--- config.mk ---
export PLATFORM = sky130hd
export DESIGN_NAME = rdc_ram
export DESIGN_NICKNAME = d
export VERILOG_FILES = /design/src/hw/rtl/range_distinct_count_defines.svh /design/src/hw/rtl/rdc_ram.sv
export SDC_FILE = /design/constraint.sdc
export NUM_CORES = 2
export LEC_CHECK = 0
export ABC_AREA = 0
export BUFFER_PORTS_ARGS = -buffer_cell sky130_fd_sc_hd__buf_4
export CORE_MARGIN = 2
export CORE_UTILIZATION = 50
export DETAILED_ROUTE_END_ITERATION = 10
export GPL_ROUTABILITY_DRIVEN = 1
export GPL_TIMING_DRIVEN = 0
export PLACE_DENSITY = 0.62
export SKIP_LAST_GASP = 1
export SLEW_MARGIN = 20
export SYNTH_ARGS = -nofsm -noshare
export SYNTH_HDL_FRONTEND = slang
export SYNTH_SLANG_ARGS = --single-unit
--- constraint.sdc ---
create_clock -name clk -period 3.8 [get_ports clk]
set_clock_uncertainty 0.2 [all_clocks]
set_input_delay 0.38 -clock clk [delete_from_list [all_inputs] [get_ports clk]]
set_output_delay 0.38 -clock clk [all_outputs]
set_load 0.03 [all_outputs]
--- src/hw/rtl/range_distinct_count_defines.svh ---
// Assertion macros for the range distinct-count RTL.
`ifndef RANGE_DISTINCT_COUNT_DEFINES_SVH
`define RANGE_DISTINCT_COUNT_DEFINES_SVH

// Same-cycle implication, sampled on clk and disabled during rst.
`define RDC_ASSERT_NOW(label, ante, cons, msg) \
  label: assert property (@(posedge clk) disable iff (rst) (ante) |-> (cons)) \
    else $error(msg);

// Next-cycle implication, sampled on clk and disabled during rst.
`define RDC_ASSERT_NEXT(label, ante, cons, msg) \
  label: assert property (@(posedge clk) disable iff (rst) (ante) |=> (cons)) \
    else $error(msg);

`endif

--- src/hw/rtl/rdc_ram.sv ---
// Generic single-port RAM with a registered, read-first output.
`timescale 1ns / 1ps
`default_nettype none

module rdc_ram #(
  parameter int WIDTH = 8,
  parameter int DEPTH = 256
) (
  input  wire logic                     clk,
  input  wire logic                     we,
  input  wire logic [$clog2(DEPTH)-1:0] addr,
  input  wire logic [WIDTH-1:0]         wdata,
  output logic      [WIDTH-1:0]         rdata
);

  logic [WIDTH-1:0] mem [DEPTH];

  always_ff @(posedge clk) begin
    if (we) begin
      mem[addr] <= wdata;
    end
    rdata <= mem[addr];
  end

endmodule

`default_nettype wire

==> metrics.md <==
| Metric | Value |
|---|---|
| Synthesized flop and latch total | 2056 |
| Rel. slew slack | 26.17% |
| Clk pin slew, worst setup/hold paths | 0.06 ns |
| Wirelength per Cell | 34.52 um |
| Most frequent cells in the layout | edfxtp_1, mux4_2, a22oi_1 |
| Fill cell count | 11458 |
| Endpoint, Worst Hold | mem[16][1] |
| Synth cell types | 22 |
| First-pass GRT wire length | 290300 um |
| Mapped Area | 78490 um^2 |
| Area share of the largest cell type after synthesis | 78.35% |
| Total gr overflow | 0 |
| Final worst slack | -0.2030 ns |
| Routed Antenna Nets | 0 |
| Final period utilization | 105.3% |
| Hold Path Class | primary input to flip-flop |
| Final setup viols | 44 |
| Placed insts | 5653 |
| Reg2reg setup slack | 0.36 ns |
| Sw Ratio | 21.66% |
| Clock share of power | 41.5% |
| WP data required | 4.10 ns |
| Violated checks | negative setup slack |
| Maximum VDD drop | 431.0 uV |
| GR Util met3 | 6.687% |
| Critical path capture point type | flip-flop |
| Avg Cell Area, Syn | 22.13 um^2 |
| Area leader, netlist | edfxtp_1 |
| Die X | 400.2 um |
| Most Crowded Layer GR | met2 |
| DR pass1 iterations | 6 |
| Layout Nets | 3825 |
| Via count | 38462 |
| Total power | 46.85 mW |
| DP HPWL | 136900 um |
| Initial DRC Count | 4996 |
| CTS tree | built |
| Critical path arrival | 4.30 ns |
| Worst-margin pin slew | 1.107 ns |
| Met2 Use GR | 39.81% |
| Yosys warns | 0 |
| Clk Latency, worst-skew pair | 0.84 ns |
| Hold path start | addr[7] |
| Capture point of the worst reg-to-reg path | rdata[0] |
| Final Hold Fails | 0 |
| Routed wire length | 208300 um |
| Seq pwr share | 53.4% |
| Power per cell area | 526.2 nW/um^2 |
| H-tree depth | 4 |
| Worst Path Max Fanout | 10 |
| Via count normalized by instance count | 6.374 |
| Clock Tree Root | clkbuf_16 |
| Status | finished with violations |
| Top cells by area, synth | edfxtp_1, mux4_2, a22oi_1, nor2_1, a21oi_1 |
| Critical path startpoint category | primary input |
| NetSw | 10.15 mW |
| Drt drc | 0 |
| Share of layout cells above drive strength 1 | 27.60% |
| CTS max path bufs | 3 |
| Sequential share of the synthesized area | 78.55% |
| Setup bufs post-CTS | 0 |
| Commonest non-fill, non-tap cell in the layout | edfxtp_1 |
| Hold WS | 0.1708 ns |
| GR Layer Usage met1 | 36.84% |
| Die area | 160200 um^2 |
| Core area | 156000 um^2 |
| RR Startpoint | mem[123][0] |
| Initial antenna violation count | 8 |
| Placed cell areas | 82140 um^2 |
| Max Cap Violations | 0 |
| Worst hold stages | 4 |
| Post-Layout Cell Count | 6034 |
| Tot GR Track Use | 26.05% |
| Period minus WS final | 4.003 ns |
| LEAKAGE | 26.85 nW |
| CTS Sinks | 2056 |
| Num rows | 145 |
| Slew Limit Fails | 0 |
| Port bufs | 21 |
| TritonCTS buffer count | 202 |
| Final instance area | 89020 um^2 |
| # IOs | 26 |
| Die H | 400.2 um |
| Routability Congestion | 0.9361 |
| Worst Path Class, Setup | primary input to flip-flop |
| Fin util | 57.05% |
| RSZ-0062 raised after global routing | yes |
| Starting Density | 50.31% |
| Syn Inst Count | 3547 |
| Vias in the first global route | 38234 |
| FF-to-FF path depth | 5 |
| Largest net degree at the start of global routing | 120 |
| Achievable frequency | 249.8 MHz |
| Net Count, Synth | 3565 |
| Combinational power share | 5.1% |
| Internal | 36.70 mW |
| Area Growth Syn to Fin | 13.41% |
worst max-delay path: stages:
cell and delay (ns):
buf_2 0.25, clkbuf_2 0.51, clkdlybuf4s15_1 0.75, mux4_2 0.40
a22oi_1 0.20, a21oi_1 0.21, o41ai_1 0.96, nand4_1 0.61
stage by stage:
| stage | setup TNS (ns) | setup WS (ns) |
|---|---|---|
| after floorplan | 0 | 1.001 |
| after global placement | -2793.49 | -2.513 |
| after detailed placement | -1819.41 | -1.569 |
| after CTS | -6.948 | -0.1229 |
| after global routing | -0.6891 | -0.04578 |
| final | -1.282 | -0.2030 |
logic make-up (layout without fill, tap and decap cells):
logic type | after synthesis | in the layout | synth area share [%]
other | 0 | 2 | 0
buffers and inverters | 233 | 660 | 1.401
AO/OA/AOI/OAI | 416 | 416 | 3.622
flip-flops | 2056 | 2056 | 78.55
multiplexers | 512 | 512 | 14.69
AND/OR/NAND/NOR | 330 | 330 | 1.733
layer usage:
layer  routed length [um]  vias to the layer above  part of all wire [%]
met2                96820                     1921                    46
li1                     -                    15628                     -
met5                   30                        -                 0.014
met3                21060                      338                    10
met4                 7917                        6                   3.8
met1                82480                    20569                    40
timing repair:
item | 4_1_cts | 5_1_grt
hold endpoints to repair | 473 | 0
hold buffers | 8 | 0
setup endpoints to repair | 1156 | 800
gates resized for setup | 98 | 53
power by group through the flow:
stage | Sequential, mW | Clock, mW | Combinational, mW
global placement | 25.5 | 0 | 2.22
CTS | 25.0 | 19.7 | 2.36
floorplan | 25.5 | 0 | 1.11
detailed placement | 25.5 | 0 | 2.34
global route | 25.0 | 20.5 | 2.48
finish | 25.0 | 19.5 | 2.38
how the worst max path moves through the flow:
stage	start	end	slack [ns]	cells after the start
global route	addr[3]	mem[122][2]	-0.05	9
global placement	addr[3]	mem[240][3]	-2.51	7
finish	addr[1]	rdata[6]	-0.20	8
detailed placement	addr[3]	mem[240][3]	-1.57	8
CTS	addr[3]	mem[94][4]	-0.12	8
floorplan	addr[1]	mem[111][0]	1.00	9
final cells by class:
class                   instances  area [um^2]  area share (%)
multi-input cells            1258        16260           18.27
inverters                       1        3.754        0.004217
plain buffers                 232         1154           1.296
repair buffers                 56        975.9           1.096
clock buffers                 247         5288           5.940
well taps                    2058         2575           2.893
diodes                          2        5.005        0.005622
flip-flops and latches       2056        61660           69.27
clock inverters               124         1096           1.231
sequential cells by signal, indices dropped and copies added, names as in the netlist:
| signal | flops |
|---|---|
| mem | 2048 |
| rdata | 8 |
Yosys cell counts:
master,number
inv_1,1
clkbuf_1,145
a22oi_1,256
nand2_1,28
buf_1,19
buf_2,36
a21oi_1,128
mux4_2,512
nand3_1,13
nand2b_1,6
nand4_1,8
or3_1,1
nor2b_1,7
edfxtp_1,2048
buf_6,16
nor3_1,30
and2_1,3
nor2_1,232
o41ai_1,32
buf_4,16
or2_2,2
dfxtp_1,8
Power figures use the tool's default switching activity.
